`config.mk`:
```
export PLATFORM = sky130hd
export DESIGN_NAME = gfa_ram
export DESIGN_NICKNAME = d
export VERILOG_FILES = /design/src/design/gfa_ram.sv
export SDC_FILE = /design/constraint.sdc
export NUM_CORES = 2
export LEC_CHECK = 0
export BUFFER_PORTS_ARGS = -buffer_cell sky130_fd_sc_hd__buf_4
export CAP_MARGIN = 10
export CELL_PAD_IN_SITES_DETAIL_PLACEMENT = 1
export CELL_PAD_IN_SITES_GLOBAL_PLACEMENT = 2
export CORE_ASPECT_RATIO = 0.5
export CORE_MARGIN = 4
export CORE_UTILIZATION = 46
export DETAILED_ROUTE_END_ITERATION = 6
export PLACE_DENSITY_LB_ADDON = 0.05
export RECOVER_POWER = 50
export SYNTH_ARGS = -nofsm -noshare
export SYNTH_HDL_FRONTEND = slang
export SYNTH_SLANG_ARGS = --single-unit
```
`constraint.sdc`:
```
create_clock -name clk_i -period 2.5 [get_ports clk_i]
set_clock_uncertainty 0.2 [all_clocks]
set_input_delay 0.5 -clock clk_i [delete_from_list [all_inputs] [get_ports clk_i]]
set_output_delay 0.5 -clock clk_i [all_outputs]
set_load 0.02 [all_outputs]
```
`src/design/gfa_ram.sv`:
```
// Generic single-write, single-read synchronous RAM with registered read data.
module gfa_ram #(
  parameter int unsigned WIDTH = 8,
  parameter int unsigned DEPTH = 256,
  parameter int unsigned AddrW = $clog2(DEPTH)
) (
  input  logic             clk_i,
  input  logic             we_i,
  input  logic [AddrW-1:0] waddr_i,
  input  logic [WIDTH-1:0] wdata_i,
  input  logic [AddrW-1:0] raddr_i,
  output logic [WIDTH-1:0] rdata_o
);

  logic [WIDTH-1:0] mem [DEPTH];
  logic [WIDTH-1:0] rdata_q;

  always_ff @(posedge clk_i) begin
    if (we_i) begin
      mem[waddr_i] <= wdata_i;
    end
    rdata_q <= mem[raddr_i];
  end

  assign rdata_o = rdata_q;

endmodule

```
# Word level (Yosys, flattened, before mapping)
# Memories as Yosys holds them, arrays and structs flattened. A register that Yosys moved wholly into a read port is not among the register bits.
# Cells that the tools add are included.
dict set report word_totals {
  input_bits 26
  memories 1
  ram_bits 2048
  wordCells 3
  register_bits 0
}
# memory depth width read_ports rd_clocked_by_memory_dff wr line
set mem_list {}
lappend mem_list {mem 256 8 1 1 1 15} ;# logic [WIDTH-1:0] mem [DEPTH];
dict set report classes {
  n_mux 2
}
# op count
set op_table {}
lappend op_table {{two-way mux 1 bit} 2}

# Logic depth before layout (Yosys ltp)
dict set report depth {
  word_depth 2
  mapped_depth 11
  ltp_nobuf 6
}

# Worst setup path after synthesis
# No wires, ideal clock.
dict set report synth_path {
  path_type {input port to flip-flop}
  start {input port raddr_i[0]}
  end {register rdata_q[2], in the netlist rdata_o[2] (read register of mem)}
  slack_ps -138
  path_stages 9
  required_time_ps 2169
  arrival_ps 2307
  setup_ps 131
  cell_sequence {buf_6 -> buf_12 -> buf_8 -> buf_2 -> mux4_2 -> a22oi_1 -> a21oi_1 -> nor4_1 -> nor4_2}
}
# element line
set synth_rtl {}
lappend synth_rtl {{start: declaration} 11} ;# input logic [AddrW-1:0] raddr_i,
lappend synth_rtl {{end: declaration} 16} ;# logic [WIDTH-1:0] rdata_q;

==> metrics.md <==
| Metric | Value |
|---|---|
| Initial DRC count | 4755 |
| Layout area overhead | 18.5% |
| Final GP Congestion | 0.889 |
| Slowest-stage cell, CP | and2_1 |
| Port Buffers | 33 |
| Rows | 107 |
| Total track usage | 25.7% |
| Min Hold Slack | 0.267 ns |
| Clock Path Buffers | 4 |
| Die X | a little under 600 µm |
| H-tree depth | 4 |
| Met2 WL | 105000 µm |
| Cells after Synth | 3733 |
| Count leader, synth | edfxtp_1 |
| Cell Chain, Critical Path | buf_6 -> buf_4 -> buf_4 -> and2_1 -> buf_12 -> a22oi_1 -> buf_4 -> a21oi_1 -> nor4_2 -> buf_4 -> nor4_1 |
| Total Wirelength | 230000 µm |
| Syn_area_per_cell | 21.3 µm² |
| Clock-pin slew on the worst setup and hold paths | 0.07 ns |
| Gr ovfl total | 0 |
| Crit path to | rdata_o[7]$_DFF_P_ |
| Layout Nets | 4538 |
| RR Endpoint | rdata_o[5]$_DFF_P_ |
| Leakage | 30.4 nW |
| Top FF cell, synth | edfxtp_1 |
| Max Used Layer | met4 |
| Synth top area cells | edfxtp_1 (77%), mux4_2 (13%), mux2i_1 (1.7%) |
| Outcome | complete, but fails checks |
| Share of layout cells above drive strength 1 | 32.8% |
| Synth Net Count | 3759 |
| Die ar. | ~0.18 mm² |
| Least-Margin Pin Slew | around 1.9 ns |
| Post-route DRC violation count | 0 |
| Synth Cell Area | 0.0796 mm² |
| Worst r2r path cells | 8 |
| Worst-Skew Late Latency | 0.84 ns |
| Max incr delay on CP | 0.40 ns |
| Worst hold path type | in -> reg |
| Post-synth top area share | 77.3% |
| Yosys warning count | 0 |
| Max FO, Critical Path | 19 |
| Maximum clock frequency | ~400 MHz |
| Final TNS setup | -0.0644 ns |
| Endpoint class of the critical path | register |
| Max_cap viols | 2 |
| Worst setup SP type | input port |
| Total CTS buffers | 188 |
| RSZ-0062 raised after global routing | yes |
| Worst Setup SP | raddr_i[2] |
| Drt wl/cell | around 33 µm |
| Violated checks | max-capacitance violations, max-slew violations, negative setup slack |
| Peak VDD IR | 500 µV |
| Post-synth top cells | edfxtp_1 (2048), mux4_2 (454), nor2_1 (282) |
| Final period util | 101% |
| # IOs | 34 |
| PD cells | 749 mW/mm² |
| Sequential area share after synthesis | 77.5% |
| Cell taking the most area after synthesis | edfxtp_1 |
| DR vias/cell | 6.02 |
| CTS root buf | clkbuf_16 |
| Clock Sinks | 2056 |
| Count of final hold-check violations | 0 |
| DP Wirelength | 154000 µm |
| Final min period | 2.53 ns |
| Via count | between 40000 and 50000 |
| Starting Density | 46.5% |
| Vias in the first global route | 43500 |
| DRT antenna net count | 0 |
| Largest net degree at the start of global routing | 106 |
| Core box area | 0.171 mm² |
| WS Path Type | in -> reg |
| Req. time, crit path | about 3.0 ns |
| Worst slew margin | -24.9% |
| Setup ws final | -0.0304 ns |
| Post-synth ARST share | 0% |
| Drt first pass iters | 5 |
| First-pass GRT wire length | approximately 330000 µm |
| Most frequent CP cell | buf_4 |
| TritonCTS clock tree | yes |
| FF-to-FF Start | mem[195][5]$_DFFE_PP_ |
| Final Setup Violations | 8 |
| Die Y | 302 µm |
| Yosys cell types | 55 |
| Met1 wire length | a little over 100000 µm |
| CP Data Arrival Time | 3.04 ns |
| Yosys reg bits | 2056 |
| R2R setup slack | 0.02 ns |
| Metal3 WL | 17800 µm |
| Initial antenna violation count | 12 |
| Fin. max-slew vios | roughly 110 |
| EDFF count, synth | a little over 2000 |
-- report_power, final --
part	internal, mW	total (mW)	switching (mW)
clock	15.5	28.0	12.5
combinational	1.78	4.49	2.70
sequential	38.0	38.1	0.0912
-- cell usage in the layout, fill, tap and decap left out, types with 9 or more instances in the layout --
cell type | synthesis | final
nand4_1 | 10 | 10
bufinv_16 | 0 | 13
buf_4 | 27 | 559
a22oi_1 | 133 | 128
clkinv_2 | 0 | 27
a211oi_1 | 16 | 10
nor3_1 | 22 | 10
mux2i_1 | 134 | 134
nor4_1 | 24 | 9
a21oi_1 | 96 | 90
nor2b_1 | 31 | 27
nor2_1 | 282 | 274
edfxtp_1 | 2048 | 2048
clkinv_1 | 1 | 38
nor4_2 | 3 | 10
nand2_1 | 33 | 33
o221ai_1 | 46 | 43
clkbuf_1 | 111 | 125
buf_6 | 21 | 21
o211ai_1 | 10 | 10
o22ai_1 | 28 | 28
clkbuf_16 | 0 | 193
buf_12 | 8 | 68
nand3_1 | 34 | 29
clkbuf_2 | 0 | 63
mux4_2 | 454 | 455
-- flip-flops by register name, summed over array words and instances, names as in the netlist --
| signal | flops |
|---|---|
| mem | 2048 |
| rdata_o | 8 |
-- worst max-delay path: cells and delay by family --
family	cells	cell delay, ns
buf+inv	6	1.21
simple gates	3	0.79
compound gates	2	0.50
-- cell type report --
class	instances	area, µm²
sequential	2056	61700
multi-input combinational	1442	17100
inverter	2	7.51
antenna	5	12.5
clock inverter	85	736
fill	14900	76800
tap	2289	2860
timing repair buffer	822	6880
clock buffer	239	5030
-- cells by family (layout without fill, tap and decap cells) --
kind of cell / count (synthesis) / in the layout / synth area share, %
buf+inv: 235 / 1148 / 1.83
simple gates: 466 / 466 / 2.63
flops: 2056 / 2056 / 77.5
other cells: 0 / 5 / 0
compound gates: 385 / 385 / 3.42
mux: 591 / 591 / 14.6
-- through the flow --
| stage | instance area [µm²] | utilization (%) | total power, mW | cells | setup slack [ns] |
|---|---|---|---|---|---|
| 6_report | 94300 | 55.1 | 70.6 | 6940 | -0.0304 |
| 3_5_place_dp | 88300 | 51.6 | 43.2 | 6595 | -1.70 |
| 5_1_grt | 94300 | 55.1 | 73.0 | 6935 | -0.0330 |
| 2_1_floorplan | 79800 | - | 40.7 | 3733 | -0.0188 |
| 4_1_cts | 94700 | 55.3 | 71.2 | 6928 | -0.0195 |
| 3_3_place_gp | 88300 | 51.6 | 43.1 | 6592 | -1.92 |
-- routing by layer --
layer / vias up / track usage [%]
li1: 17300 / -
met5: - / 0
met3: 272 / 5.04
met4: 0 / 4.95
met1: 22800 / 39.2
met2: 1429 / 39.1
-- worst min path at each step --
stage / start / end / slack (ns) / depth (start not counted)
final: waddr_i[6] / mem[180][1]$_DFFE_PP_ / 0.27 / 4
after global routing: waddr_i[6] / mem[212][0]$_DFFE_PP_ / 0.24 / 3
after CTS: waddr_i[5] / mem[180][7]$_DFFE_PP_ / 0.15 / 3
after detailed placement: wdata_i[2] / mem[25][2]$_DFFE_PP_ / 0.60 / 1
after global placement: wdata_i[2] / mem[27][2]$_DFFE_PP_ / 0.60 / 1
after floorplan: wdata_i[0] / mem[0][0]$_DFFE_PP_ / 0.40 / 0
-- timing repair --
item	in CTS	in global routing
buffers inserted	1	7
endpoints found under the hold margin	283	0
endpoints found under the setup margin	9	8
cloned	3	1
resized for setup	76	51
hold buffers	8	0
pin swaps	22	27
Power figures use the tool's default switching activity.
