`src/design/gfa_pkg.sv`:
```
// Shared types, constants and field helpers for the GF(2^m) arithmetic unit.
package gfa_pkg;

  localparam int unsigned GFA_MAX_DEGREE = 8;
  localparam int unsigned POLY_W         = 9;
  localparam int unsigned ELEM_W         = 8;
  localparam int unsigned TBL_DEPTH      = 256;
  localparam int unsigned RED_TERMS      = 16;
  localparam logic [POLY_W-1:0] POLY_RESET = 9'd285;

  localparam logic [2:0] OP_REDUCE  = 3'd0;
  localparam logic [2:0] OP_ANTILOG = 3'd1;
  localparam logic [2:0] OP_LOG     = 3'd2;
  localparam logic [2:0] OP_ADD     = 3'd3;
  localparam logic [2:0] OP_MUL     = 3'd4;

  typedef struct packed {
    logic [2:0]  opcode;
    logic [15:0] operand_a;
    logic [7:0]  operand_b;
    logic [15:0] exponent_in;
    logic        minus_infinity;
  } gfa_in_t;

  typedef struct packed {
    logic [7:0] result_value;
    logic [7:0] result_exponent;
    logic       log_of_zero;
    logic       error;
  } gfa_out_t;

  typedef struct packed {
    logic              we;
    logic [ELEM_W-1:0] addr;
    logic [ELEM_W-1:0] data;
  } gfa_wr_t;

  typedef enum logic [2:0] {
    ST_IDLE,
    ST_MOD,
    ST_LOOK,
    ST_EXP,
    ST_FIN
  } gfa_state_e;

  function automatic logic [3:0] gfa_degree(input logic [POLY_W-1:0] poly);
    logic [3:0] d;
    d = 4'd0;
    for (int i = 1; i < POLY_W; i++) begin
      if (poly[i]) begin
        d = 4'(i);
      end
    end
    return d;
  endfunction

  function automatic logic [ELEM_W-1:0] gfa_order(input logic [3:0] m);
    logic [POLY_W-1:0] t;
    t = (9'd1 << m) - 9'd1;
    return t[ELEM_W-1:0];
  endfunction

  // Multiplies an element by x and folds the overflow term back in.
  function automatic logic [ELEM_W-1:0] gfa_times_x(input logic [ELEM_W-1:0] w,
                                                    input logic [POLY_W-1:0] poly,
                                                    input logic [3:0] m);
    logic [POLY_W-1:0] t;
    t = {w, 1'b0};
    if (t[m]) begin
      t = t ^ poly;
    end
    return t[ELEM_W-1:0];
  endfunction

endpackage

```
`src/design/gfa_mod.sv`:
```
// Bit-serial remainder of a 16-bit exponent by the group order 2^m-1.
module gfa_mod (
  input  logic                       clk_i,
  input  logic                       rst_ni,
  input  logic                       start_i,
  input  logic [15:0]                dividend_i,
  input  logic [gfa_pkg::ELEM_W-1:0] order_i,
  output logic                       done_o,
  output logic [gfa_pkg::ELEM_W-1:0] rem_o
);
  import gfa_pkg::*;

  logic              run_q;
  logic              done_q;
  logic [3:0]        cnt_q;
  logic [15:0]       dvd_q;
  logic [ELEM_W-1:0] rem_q;
  logic [ELEM_W:0]   nr;
  logic [ELEM_W:0]   nr_sub;

  assign nr     = {rem_q, dvd_q[15]};
  assign nr_sub = (nr >= {1'b0, order_i}) ? nr - {1'b0, order_i} : nr;

  always_ff @(posedge clk_i or negedge rst_ni) begin
    if (!rst_ni) begin
      run_q  <= 1'b0;
      done_q <= 1'b0;
      cnt_q  <= '0;
      dvd_q  <= '0;
      rem_q  <= '0;
    end else if (start_i) begin
      run_q  <= 1'b1;
      done_q <= 1'b0;
      cnt_q  <= '0;
      dvd_q  <= dividend_i;
      rem_q  <= '0;
    end else if (run_q) begin
      rem_q <= nr_sub[ELEM_W-1:0];
      dvd_q <= {dvd_q[14:0], 1'b0};
      cnt_q <= cnt_q + 4'd1;
      if (cnt_q == 4'd15) begin
        run_q  <= 1'b0;
        done_q <= 1'b1;
      end
    end else begin
      done_q <= 1'b0;
    end
  end

  assign done_o = done_q;
  assign rem_o  = rem_q;

endmodule

```
`config.mk`:
```
export PLATFORM = sky130hd
export DESIGN_NAME = gfa_mod
export DESIGN_NICKNAME = d
export VERILOG_FILES = /design/src/design/gfa_pkg.sv /design/src/design/gfa_mod.sv
export SDC_FILE = /design/constraint.sdc
export NUM_CORES = 1
export LEC_CHECK = 0
export ABC_AREA = 1
export ABC_CLOCK_PERIOD_IN_PS = 2320
export BUFFER_PORTS_ARGS = -buffer_cell sky130_fd_sc_hd__buf_2
export CORE_MARGIN = 3
export CORE_UTILIZATION = 59
export CTS_CLUSTER_SIZE = 30
export DETAILED_ROUTE_END_ITERATION = 8
export PLACE_DENSITY = 0.92
export RECOVER_POWER = 50
export SYNTH_ARGS = -nofsm -noshare
export SYNTH_HDL_FRONTEND = slang
export SYNTH_SLANG_ARGS = --single-unit
```
`constraint.sdc`:
```
create_clock -name clk_i -period 2.32 [get_ports clk_i]
set_input_delay 0.348 -clock clk_i [delete_from_list [all_inputs] [get_ports clk_i]]
set_output_delay 0.348 -clock clk_i [all_outputs]
set_load 0.05 [all_outputs]
```
; ---- Yosys cells after proc, flatten, opt, wreduce, memory -nomap -nowiden
; Index checks and enable logic that the tools add are counted.
[totals]
input_bits = 27
register_bits = 30
wordCells = 24
out_inout_bits = 9
[classes]
reduce_logical = 1
order_cmp = 1
n_addsub = 2
muxes = 13
eq_ne = 2
[ops]
columns = cell, count
row1 = $mux 16, 2
row2 = $mux 8, 3
row3 = $ge 9x8->1, 1
row4 = $mux 4, 2
row5 = $sub 8x8->8, 1
row6 = $mux 1, 6
row7 = $add 4x1->4 const B, 1
row8 = $eq 4x4->1 const B, 1
row9 = $ne 3x2->1 const B, 1
row10 = $reduce_bool 2->1, 1

; ---- Depth between registers and ports, before layout
[depth]
ltp_word = 4
mapped_depth = 12
ltp_nobuf = 12

; ---- Worst setup path before layout
; Ideal clock, no wire load.
[synth_path]
kind = flip-flop to flip-flop
start = register rem_q[6], in the netlist rem_o[6]
end = register rem_q[7], in the netlist rem_o[7]
path_stages_with_launch = 10
setup_slack_ns = 0.498
t_arrival_ns = 1.704
synth_period_minus_slack_ns = 1.822
required_ns = 2.202
setup_ns = 0.118
cell_sequence = dfrtp_1 ha_1 inv_1 nor2_1 nand3_2 nor2_4 nor2_4 nand3_1 nand3_1 nand2_1
[synth_via]
elab_chain_cells = 4
word_cells_on_any_way = 5
cone_classes = add/sub (1) / order compare (1) / mux (3)
[synth_lines]
columns = item, line
row1 = start: declaration, gfa_mod.sv:17  ; logic [ELEM_W-1:0] rem_q;
row2 = start signal: assignment, gfa_mod.sv:38  ; rem_q <= nr_sub[ELEM_W-1:0];
row3 = $sub 8x8->8 / $ge 9x8->1 (equally long branches), gfa_mod.sv:22  ; assign nr_sub = (nr >= {1'b0, order_i}) ? nr - {1'b0, order_i} : nr;
row4 = $mux 8 *, gfa_mod.sv:22
row5 = $mux 8 *, gfa_mod.sv:37  ; end else if (run_q) begin
row6 = $mux 8 *, gfa_mod.sv:31  ; end else if (start_i) begin
; Mark *: on every way between the ends. The rest lies on a longest branch, timed or not. The select of a mux whose other input is x is not followed.
; A chain may end at the register's enable or synchronous reset.

; ---- Worst setup path in the final report
[layout_path]
start = register rem_q[1], in the netlist rem_o[1]
end = register rem_q[6], in the netlist rem_o[6]
; The elaborated chain is that of the path after synthesis.

==> results.md <==
- Leakage: 1.17 nW
- Post-Synth Simple-Gate Area: 32.2%
- Clock slew at reported path FFs: 90 ps
- Post-DRT Antenna Nets: 0
- Reg2reg end: rem_o[6]
- Worst-case clock buffer depth: 2
- Pre-Repair DR Iteration Count: 4
- CTS Sinks: 30
- Initial antenna violation count: 0
- CTS tree: yes
- Share of cells above drive strength 1: 19.5%
- GP Congestion: 0.896
- Synthesized-area fraction occupied by xor and xnor cells: 1.43%
- Worst Setup EP: rem_o[6]
- Final core occ: 73.0%
- Final Skew: 10.1 ps
- Post-route minimum period: 1740 ps
- Port bufs: 35
- Reg2reg start: rem_o[1]
- Final Setup Violations: 0
- DPL Wire Length: 2.98 mm
- Max_cap viols: 1
- Reg2reg path depth: 10
- Compound-Gate Fraction of Synth Area: 8.79%
- CP required: 2590 ps
- FF-to-FF setup slack: 580 ps
- Slew HR: -2.33%
- Largest fanout on the critical path: 9
- Hold Crit Class: in -> reg
- Synth area leaders: dfrtp_1 (41%), nand2_1 (17%), inv_1 (7.6%), nand3_1 (6.8%), ha_1 (6.1%)
- Post-Layout Cell Count: 308
- Sequential share of power: 32.2%
- Final period utilization: 75.0%
- Vias: 1668
- DR iter-0 viols: 104
- Status: finished, violations left
- Yosys reg bits: 30
- CTS Buf Count: 5
- Clk_lat worst skew: 330 ps
- Slew @ Worst Pin: 1540 ps
- Global-route wire length before repair: 6.80 mm
- Syn Inst Count: 238
- M1 GR Usage: 34.9%
- Final hold vios: 0
- Total power: 2.19 mW
- Power per cell area: 1050 nW/um^2
- Mux cell area share after synthesis: 0%
- Largest net degree at the start of global routing: 31
- DR vias/cell: 5.42
- Seq/Total Area, Yosys: 40.9%
- Gr ovfl total: 0
- Number of global-route vias before repair: 1495
- Clock Power Share: 12.7%
- Worst Setup SP: rem_o[1]
- Critical path type: reg -> reg
- CORE AREA: 2850 sq um
- Type of origin of the critical path: flop
- Switching pwr: 1.08 mW
- Netlist cell types: 29
- Cell Rows: 19
- Tot GR Track Use: 24.2%
- Chip height: 61.8 um
- CTS resizes: 0
- Main combinational cell family by area after synthesis: simple AND/OR/NAND/NOR gates
- Max Slew Vio Count: 31
- Detailed Route WL: 3.93 mm
- Post-synth top area share: 40.9%
- Synth Area in Adders: 7.23%
- Final #Nets: 314
- Post-CTS Hold Fix Bufs: 0
- Yosys top cell by area: dfrtp_1
- Worst EP arrival: 2010 ps
- Root buf cell: clkbuf_4
- Combinational share of power: 55.1%
- Netlist Area Pre-Place: 1840 sq um
- Routed len/inst: 12.8 um
- Peak supply drop: 748 uV
- Post-CTS setup buffer count: 0
- Final TNS setup: 0 ps
- Commonest non-fill, non-tap cell in the layout: nand2_1
- Initial Util: 64.3%
- # DRC: 0
- Boundary pin count: 36
- Violated checks: capacitance limit, slew limit
- Maximum clock frequency: 575 MHz
- Antenna diodes: 0
- Syn nets: 275
- Area growth, synth to finish: 13.4%
- Met2 Usage GRT: 36.5%
- Pint: 1.11 mW
- DIE AREA: 3820 sq um
- Syn_area_per_cell: 7.71 sq um
- RSZ-0062 raised after global routing: no
- Met3 Usage GRT: 5.58%
- Switching part of the total: 49.2%
- Inst Count DP: 301
- Die Width: 61.8 um
- Htree depth: 2
- Syn. warnings: 0
- Kind of end point of the critical path: flop
- Highest-count cells in the layout ignoring fill and taps: nand2_1 (82), inv_1 (37), buf_2 (34)
- GR peak layer: met2
cell type report:
cell class              instances  area [sq um]
multi-input cells             163           911
fillers                       233           771
flip-flops and latches         30           751
repair buffers                 36           181
inverters                      41           155
clock buffers                   7          45.0
well taps                      31          38.8
kinds of logic (layout without fill, tap and decap cells):
family	count (synthesis)	after routing
adders and majority gates	10	10
AOI/OAI and AO/OA	24	24
xor gates and xnor gates	3	3
DFF	30	30
buffers and inverters	45	84
and+or+nand+nor	126	126
registers in the layout, indices dropped and copies added, names as in the netlist:
| name | cells |
|---|---|
| run_q | 1 |
| rem_o | 8 |
| dvd_q | 16 |
| cnt_q | 4 |
| done_o | 1 |
worst min-delay path by stage:
stage                     slack [ps]          start  depth (start not counted)        to
after CTS                         50         rst_ni                          1     run_q
after global placement           400         rst_ni                          1  rem_o[5]
after detailed placement         400         rst_ni                          1  rem_o[6]
after floorplan                   50         rst_ni                          0  cnt_q[0]
after global routing             230  dividend_i[5]                          3  dvd_q[5]
final                            220  dividend_i[5]                          3  dvd_q[5]
through the flow:
stage	area (sq um)	hold slack, ps	setup slack, ps
after floorplan	1840	52.4	498
after CTS	2080	46.1	588
after global placement	2040	403	589
final	2080	223	580
after detailed placement	2040	403	553
after global routing	2080	227	407
metal layers:
layer  wire, um  up-vias
li1           -      847
met1       1770      770
met2       1890       44
met3        224        7
met4         38        0
met5          0        -
worst max-delay path: stages, from the launching register on:
cell and delay (ps):
dfrtp_1 420, ha_1 390, nand2_1 90, nand2_1 80, a21oi_2 170, nand2_2 90, nand2_4 120, nand2_4 90
nand2_1 90, nand3_1 70, nand2_1 70
power by group through the flow:
stage / Clock, mW / Combinational [mW] / Sequential, mW
final: 0.278 / 1.21 / 0.707
after global routing: 0.304 / 1.35 / 0.723
after CTS: 0.281 / 1.21 / 0.706
after detailed placement: 0 / 1.20 / 0.716
after global placement: 0 / 1.16 / 0.714
after floorplan: 0 / 0.729 / 0.911
cell usage after synthesis:
| master | count |
|---|---|
| dfrtp_1 | 30 |
| xor2_1 | 2 |
| nor3_1 | 1 |
| nand3_2 | 1 |
| o221ai_1 | 4 |
| nor2_8 | 1 |
| buf_2 | 3 |
| a21oi_2 | 1 |
| nand4_1 | 3 |
| o21ai_0 | 3 |
| nand2_4 | 2 |
| inv_2 | 2 |
| o21a_1 | 1 |
| o21ai_1 | 1 |
| nor2_4 | 3 |
| ha_1 | 9 |
| nand2_2 | 2 |
| fa_1 | 1 |
| inv_1 | 37 |
| a21oi_1 | 6 |
| nand2_1 | 82 |
| clkbuf_1 | 1 |
| xnor2_1 | 1 |
| clkinv_2 | 1 |
| nor3_4 | 1 |
| clkinv_1 | 1 |
| o211ai_1 | 8 |
| nand3_1 | 25 |
| nor2_1 | 5 |
No activity file was read; power rests on OpenSTA's default activity.
