`src/design/gfa_pkg.sv`:
```
// Shared types, constants and field helpers for the GF(2^m) arithmetic unit.
package gfa_pkg;

  localparam int unsigned GFA_MAX_DEGREE = 8;
  localparam int unsigned POLY_W         = 9;
  localparam int unsigned ELEM_W         = 8;
  localparam int unsigned TBL_DEPTH      = 256;
  localparam int unsigned RED_TERMS      = 16;
  localparam logic [POLY_W-1:0] POLY_RESET = 9'd285;

  localparam logic [2:0] OP_REDUCE  = 3'd0;
  localparam logic [2:0] OP_ANTILOG = 3'd1;
  localparam logic [2:0] OP_LOG     = 3'd2;
  localparam logic [2:0] OP_ADD     = 3'd3;
  localparam logic [2:0] OP_MUL     = 3'd4;

  typedef struct packed {
    logic [2:0]  opcode;
    logic [15:0] operand_a;
    logic [7:0]  operand_b;
    logic [15:0] exponent_in;
    logic        minus_infinity;
  } gfa_in_t;

  typedef struct packed {
    logic [7:0] result_value;
    logic [7:0] result_exponent;
    logic       log_of_zero;
    logic       error;
  } gfa_out_t;

  typedef struct packed {
    logic              we;
    logic [ELEM_W-1:0] addr;
    logic [ELEM_W-1:0] data;
  } gfa_wr_t;

  typedef enum logic [2:0] {
    ST_IDLE,
    ST_MOD,
    ST_LOOK,
    ST_EXP,
    ST_FIN
  } gfa_state_e;

  function automatic logic [3:0] gfa_degree(input logic [POLY_W-1:0] poly);
    logic [3:0] d;
    d = 4'd0;
    for (int i = 1; i < POLY_W; i++) begin
      if (poly[i]) begin
        d = 4'(i);
      end
    end
    return d;
  endfunction

  function automatic logic [ELEM_W-1:0] gfa_order(input logic [3:0] m);
    logic [POLY_W-1:0] t;
    t = (9'd1 << m) - 9'd1;
    return t[ELEM_W-1:0];
  endfunction

  // Multiplies an element by x and folds the overflow term back in.
  function automatic logic [ELEM_W-1:0] gfa_times_x(input logic [ELEM_W-1:0] w,
                                                    input logic [POLY_W-1:0] poly,
                                                    input logic [3:0] m);
    logic [POLY_W-1:0] t;
    t = {w, 1'b0};
    if (t[m]) begin
      t = t ^ poly;
    end
    return t[ELEM_W-1:0];
  endfunction

endpackage

```
`src/design/gfa_fill.sv`:
```
// Table builder: walks the powers of alpha and fills the antilog and log tables.
module gfa_fill (
  input  logic                                         clk_i,
  input  logic                                         rst_ni,
  input  logic                                         start_i,
  input  logic [gfa_pkg::POLY_W-1:0]                   poly_i,
  input  logic [3:0]                                   m_i,
  input  logic [gfa_pkg::ELEM_W-1:0]                   order_i,
  output logic                                         busy_o,
  output gfa_pkg::gfa_wr_t                             al_wr_o,
  output gfa_pkg::gfa_wr_t                             lg_wr_o,
  output logic [gfa_pkg::TBL_DEPTH-1:0]                vld_o,
  output logic [gfa_pkg::RED_TERMS-1:0][gfa_pkg::ELEM_W-1:0] red_o
);
  import gfa_pkg::*;

  logic                  busy_q;
  logic [ELEM_W-1:0]     idx_q;
  logic [ELEM_W-1:0]     w_q;
  logic [TBL_DEPTH-1:0]  vld_q;
  logic [RED_TERMS-1:0][ELEM_W-1:0] red_q;
  logic [ELEM_W-1:0]     last;
  logic                  in_ord;

  // The walk also covers x^0..x^15 so the reduction terms are always complete.
  assign last   = (order_i < 8'(RED_TERMS)) ? 8'(RED_TERMS - 1) : order_i - 8'd1;
  assign in_ord = idx_q < order_i;

  always_comb begin
    al_wr_o.we   = busy_q && in_ord;
    al_wr_o.addr = idx_q;
    al_wr_o.data = w_q;
    // Only the first exponent that reaches an element is kept.
    lg_wr_o.we   = busy_q && in_ord && !vld_q[w_q];
    lg_wr_o.addr = w_q;
    lg_wr_o.data = idx_q;
  end

  always_ff @(posedge clk_i or negedge rst_ni) begin
    if (!rst_ni) begin
      busy_q <= 1'b1;
      idx_q  <= '0;
      w_q    <= 8'd1;
      vld_q  <= '0;
    end else if (start_i) begin
      busy_q <= 1'b1;
      idx_q  <= '0;
      w_q    <= 8'd1;
      vld_q  <= '0;
    end else if (busy_q) begin
      idx_q <= idx_q + 8'd1;
      w_q   <= gfa_times_x(w_q, poly_i, m_i);
      if (lg_wr_o.we) begin
        vld_q[w_q] <= 1'b1;
      end
      if (idx_q == last) begin
        busy_q <= 1'b0;
      end
    end
  end

  always_ff @(posedge clk_i) begin
    if (busy_q && (idx_q < 8'(RED_TERMS))) begin
      red_q[idx_q[3:0]] <= w_q;
    end
  end

  assign busy_o = busy_q;
  assign vld_o  = vld_q;
  assign red_o  = red_q;

endmodule

```
`config.mk`:
```
export PLATFORM = sky130hd
export DESIGN_NAME = gfa_fill
export DESIGN_NICKNAME = d
export VERILOG_FILES = /design/src/design/gfa_pkg.sv /design/src/design/gfa_fill.sv
export SDC_FILE = /design/constraint.sdc
export NUM_CORES = 1
export LEC_CHECK = 0
export ABC_CLOCK_PERIOD_IN_PS = 2500
export BUFFER_PORTS_ARGS = -buffer_cell sky130_fd_sc_hd__buf_4
export CORE_ASPECT_RATIO = 2
export CORE_MARGIN = 2
export CORE_UTILIZATION = 45
export CTS_CLUSTER_DIAMETER = 40
export CTS_CLUSTER_SIZE = 30
export DETAILED_ROUTE_END_ITERATION = 6
export PLACE_DENSITY = 0.72
export SLEW_MARGIN = 20
export SYNTH_ARGS = -nofsm -noshare
export SYNTH_HDL_FRONTEND = slang
export SYNTH_SLANG_ARGS = --single-unit
```
`constraint.sdc`:
```
create_clock -name clk_i -period 2.5 [get_ports clk_i]
set_input_delay 0 -clock clk_i [delete_from_list [all_inputs] [get_ports clk_i]]
set_output_delay 0 -clock clk_i [all_outputs]
set_load 0.05 [all_outputs]
```
# --- Yosys cells after proc, flatten, opt, wreduce, memory -nomap -nowiden ---
# Cells that the tools add are included.
classes:
  addsub: 2
  multipliers: 0
  div_mod_pow: 0
  magnitude_cmp: 8
  eq_ne: 1
  shift: 0
  n_mux: 21
  n_bitwise: 2
  n_reduce_logical: 9
op_table:
  columns: ["operator", "count"]
  rows:
  - ["$mux W256", 3]
  - ["$or A256 B256 Y256", 1]
  - ["$bwmux W128", 1]
  - ["$mux W8", 7]
  - ["$demux W8 S4", 1]
  - ["$lt A8 B5 Y1 const B", 2]
  - ["$lt A4 B5 Y1 const B", 2]
  - ["$lt A8 B9 Y1 const B", 1]
  - ["$add A8 B1 Y8 const B", 1]
  - ["$bmux W1 S8", 1]
  - ["$demux W1 S8", 1]
  - ["$eq A8 B8 Y1", 1]
  - ["$ge A8 B1 Y1 const B", 1]
  - ["$lt A8 B8 Y1", 1]
  - ["$sub A8 B1 Y8 const B", 1]
  - ["$xor A8 B8 Y8", 1]
  - ["$mux W1", 6]
  - ["$logic_and A1 B1 Y1", 5]
  - ["$bmux W1 S4", 1]
  - ["$ge A4 B1 Y1 const B", 1]
  - ["$reduce_bool A2 Y1", 2]
  - ["$reduce_and A2 Y1", 1]
  - ["$logic_not A1 Y1", 1]
totals:
  ff_bits: 401
  latchBits: 0
  ram_bits: 0
  romBits: 0
  input_bits: 24
  mem_count: 0

# --- Logic depth before layout (Yosys ltp) ---
depth:
  ltp_word: 8
  ltp_mapped: 12
  depth_no_buf: 9

# --- Worst setup path after synthesis ---
# Ideal clock, no wire load.
synth_timing:
  path_type: "register to output"
  startpoint: "reg w_q[1]"
  endpoint: "out lg_wr_o[16] (netlist bit)"
  arrival_time_ns: 3.327
  required_ns: 2.500
  path_slack_ns: -0.827
  stages_incl_launch_ff: 8
  cell_sequence: "dfrtp_1 -> buf_6 -> buf_6 -> mux4_2 -> mux4_2 -> a21oi_4 -> o221ai_1 -> o22ai_1"
synth_lines:
  columns: ["item", "line_no", "source"]
  rows:
  - ["start, declared", "gfa_fill.sv:19", "logic [ELEM_W-1:0] w_q;"]
  - ["start signal, assigned", "gfa_fill.sv:52", "w_q <= gfa_times_x(w_q, poly_i, m_i);"]
  - ["end, declared", "gfa_fill.sv:11", "output gfa_pkg::gfa_wr_t lg_wr_o,"]

==> metrics.txt <==
post-synthesis compound-gate area fraction=about 14%; CTS HTree Levels=2; longest individual stage delay on the worst path=~700 ps; maximum count of clock buffers along a single path=3; via count of the first global-routing pass=between 15000 and 20000; largest fanout of any net on the critical path=7; Data required, critical path=between 2000 and 3000 ps; number of vias per cell after detailed routing=5.76; Max Transition Viols Final=0; ordered cell list for the critical path=buf_12 > mux4_2 > mux4_2 > a21oi_4 > o221ai_4 > o22ai_4 > buf_6; Min Hold Slack=-11.5 ps; depth of the critical timing path with buffers and inverters included=7; shortest period the worst path allows=roughly 3200 ps; post-synthesis sequential element count=roughly 400; Post-Place Setup Slack=-308 ps; top flip-flop cell by instance count after synthesis=dfrtp_1; Sink Count=approximately 400; Worst-Skew Late Latency=between 500 and 600 ps; post-synth cell types=52; placer's final routability congestion estimate=~0.93; Int Power=between 10 and 15 mW; Detail Placement HPWL=roughly 48 mm; combinational group share of total power=about 16%; pin count of the biggest net entering global routing=approximately 100; number of max-cap violations=0; worst path setup slack after routing=-721 ps; Crit. End Element=output pin; share of the cycle needed by the critical path after routing=129%; launching element type of the critical path=flop; sequential fraction of design power=approximately 45%; slew at the pin with the worst max-slew slack=about 1100 ps; outcome=finished, violations left; Arr. time, crit path=about 3200 ps; number of endpoints with negative hold slack in the final report=3; core box area=39300 sq um; share of synthesized area occupied by flip-flops and latches=59.7%; post-layout utilization of the core=approximately 65%; crit path buf inv count=2; Peak supply drop=~0.0006 V; Static Leak=~11 nW; async set or reset register ratio after synthesis=approximately two thirds; first-pass iteration count of the detailed router=5; number of buffers created by CTS=36; worst reg-to-reg path cell count=11; warning count from the yosys run=0; drt total wl=approximately 68 mm; die width=~140 um; antenna violations before repair=0; Boundary Pins=approximately 440; number of instances in the synthesized netlist=~1500; Mapped Nets=about 1500; TritonCTS clock tree=built; synthesis-to-layout area growth=42.5%; number of core rows=approximately 100; switching part of the total power=29.6%; RSZ-0062 raised after global routing=true; violated checks=hold timing, setup timing; Final #Nets=2111; Net Switching=4.63 mW; maximum clock frequency=between 300 and 400 MHz; CP delay by family, top=multiplexers; antenna-violating nets left=0; clock-pin transition on the worst setup and hold timing paths=80 ps; starting utilization of the core area=~46%; die span in y=between 200 and 300 um; total inserted antenna cells=0; final total negative setup slack=-35630 ps; final clock skew=18.2 ps; wire length of the first global-routing pass=98.8 mm; number of flops mapped to enable cells by yosys=approximately 130; startpoint-to-endpoint class of the critical path=flop to output pin; number of DRC violations after detailed routing=0; top library cells by usage in the layout, fill and taps aside=buf_4, inv_1, dfrtp_1; simple-gate area share of the yosys netlist=approximately 6.6%; final routed wire length divided by cell count=approximately 26 um; fraction of layout cells with a size suffix above 1=between 40% and 50%; buffer type at the clock tree root=clkbuf_16; part of the total power dissipated in the clock network=between 30% and 40%; cell area after synthesis=about 18000 sq um; cell area power density=~600 nW/um^2; cell with the biggest individual delay on the critical path=dfstp_4; worst hold path class=input port to asynchronous set/reset pin; post-synthesis mux area share=8.56%; largest family of logic cells by synthesized area=compound AO/OA/AOI/OAI gates; violation count after the first detailed-routing iteration=between 1000 and 1500; floorplan die area=just over 40000 sq um; Slew HR=25.3%; global route overflow=0; input/output buffers=441; final setup fails=202; average instance area after synthesis=about 12 sq um; Total Routing Usage GR=about a third; Synth Area in Adders=less than 1%; most frequent cell on the critical path=mux4_2; most common cell after layout, fill and taps aside=buf_4; total vias in the final route=approximately 15000; xor/xnor share of the synthesized area=less than 1%
power by group through the flow:
stage / clock network (mW) / logic (mW) / registers (mW)
2_1_floorplan: 0 / 0.896 / 7.44
3_3_place_gp: 0 / 2.03 / 7.12
3_5_place_dp: 0 / 2.05 / 7.12
4_1_cts: 6.29 / 2.32 / 6.98
5_1_grt: 6.54 / 2.55 / 6.99
6_report: 6.21 / 2.46 / 6.98
worst paths after layout:
path                                to  slack (ps)        from
setup reg to reg            vld_o[111]        -410      w_q[0]
max in group asynchronous    vld_o[21]        1580      rst_ni
hold reg to reg             vld_o[128]         550  vld_o[128]
min in group clk_i              w_q[6]         130      m_i[2]
hold / removal              vld_o[151]         -10      rst_ni
setup / recovery           lg_wr_o[16]        -720      w_q[0]
registers in the layout, indices dropped and copies added, names as in the netlist:
register	flops
vld_o	256
busy_o	1
w_q	8
red_o	128
idx_q	8
repair_timing:
action | in CTS | in global routing
buffers inserted | 21 | 3
gates cloned | 9 | 3
endpoints found under the setup margin | 228 | 260
hold endpoints to repair | 149 | 0
resized for setup | 78 | 62
pin swaps | 16 | 7
hold buffers | 12 | 0
per-stage QoR:
step                      power [mW]  cell area (sq um)  std cells
after CTS                       15.6              25000       2622
after floorplan                 8.33              18000       1505
after global placement          9.15              22700       2516
final                           15.7              25500       2627
after detailed placement        9.18              22700       2516
after global routing            16.1              25500       2627
layout make-up:
class / count / area (sq um)
clock inverter: 24 / 374
tap: 525 / 657
clock buffer: 41 / 971
multi-input combinational: 719 / 6370
fill: 2971 / 13800
timing repair buffer: 646 / 5400
inverter: 271 / 1020
sequential: 401 / 10700
cell usage after synthesis (all sizes together) (7+ instances only):
library cell	instances	share of area, %
nor2	54	1.1
a22oi	19	0.80
ha	12	0.84
nand3	18	0.78
nand2b	7	0.24
a21oi	27	0.88
inv	271	5.7
o21ai	9	0.25
a211oi	11	0.49
mux4	44	5.5
nor3	12	0.36
mux2i	54	3.0
edfxtp	128	21
clkbuf	50	1.0
dfrtp	271	38
xor2	12	0.59
nand2	105	2.2
o32ai	66	3.2
and3	7	0.24
o22ai	197	7.9
o211ai	9	0.38
buf	65	2.4
nor2b	8	0.28
metal layers:
| layer | part of all wire [%] | global-route usage [%] |
|---|---|---|
| met4 | 8.7 | 23.6 |
| met2 | 53 | 57.6 |
| met1 | 31 | 32.6 |
| met5 | 0 | 0 |
| met3 | 7.1 | 5.25 |
logic make-up after synthesis:
| group | count (synthesis) |
|---|---|
| multiplexers | 98 |
| adder cells (fa/ha/maj) | 12 |
| flip-flops | 401 |
| AND/OR/NAND/NOR | 244 |
| buffers and inverters | 386 |
| AO/OA/AOI/OAI | 347 |
| XOR/XNOR | 17 |
(Power assumes the default switching activity.)
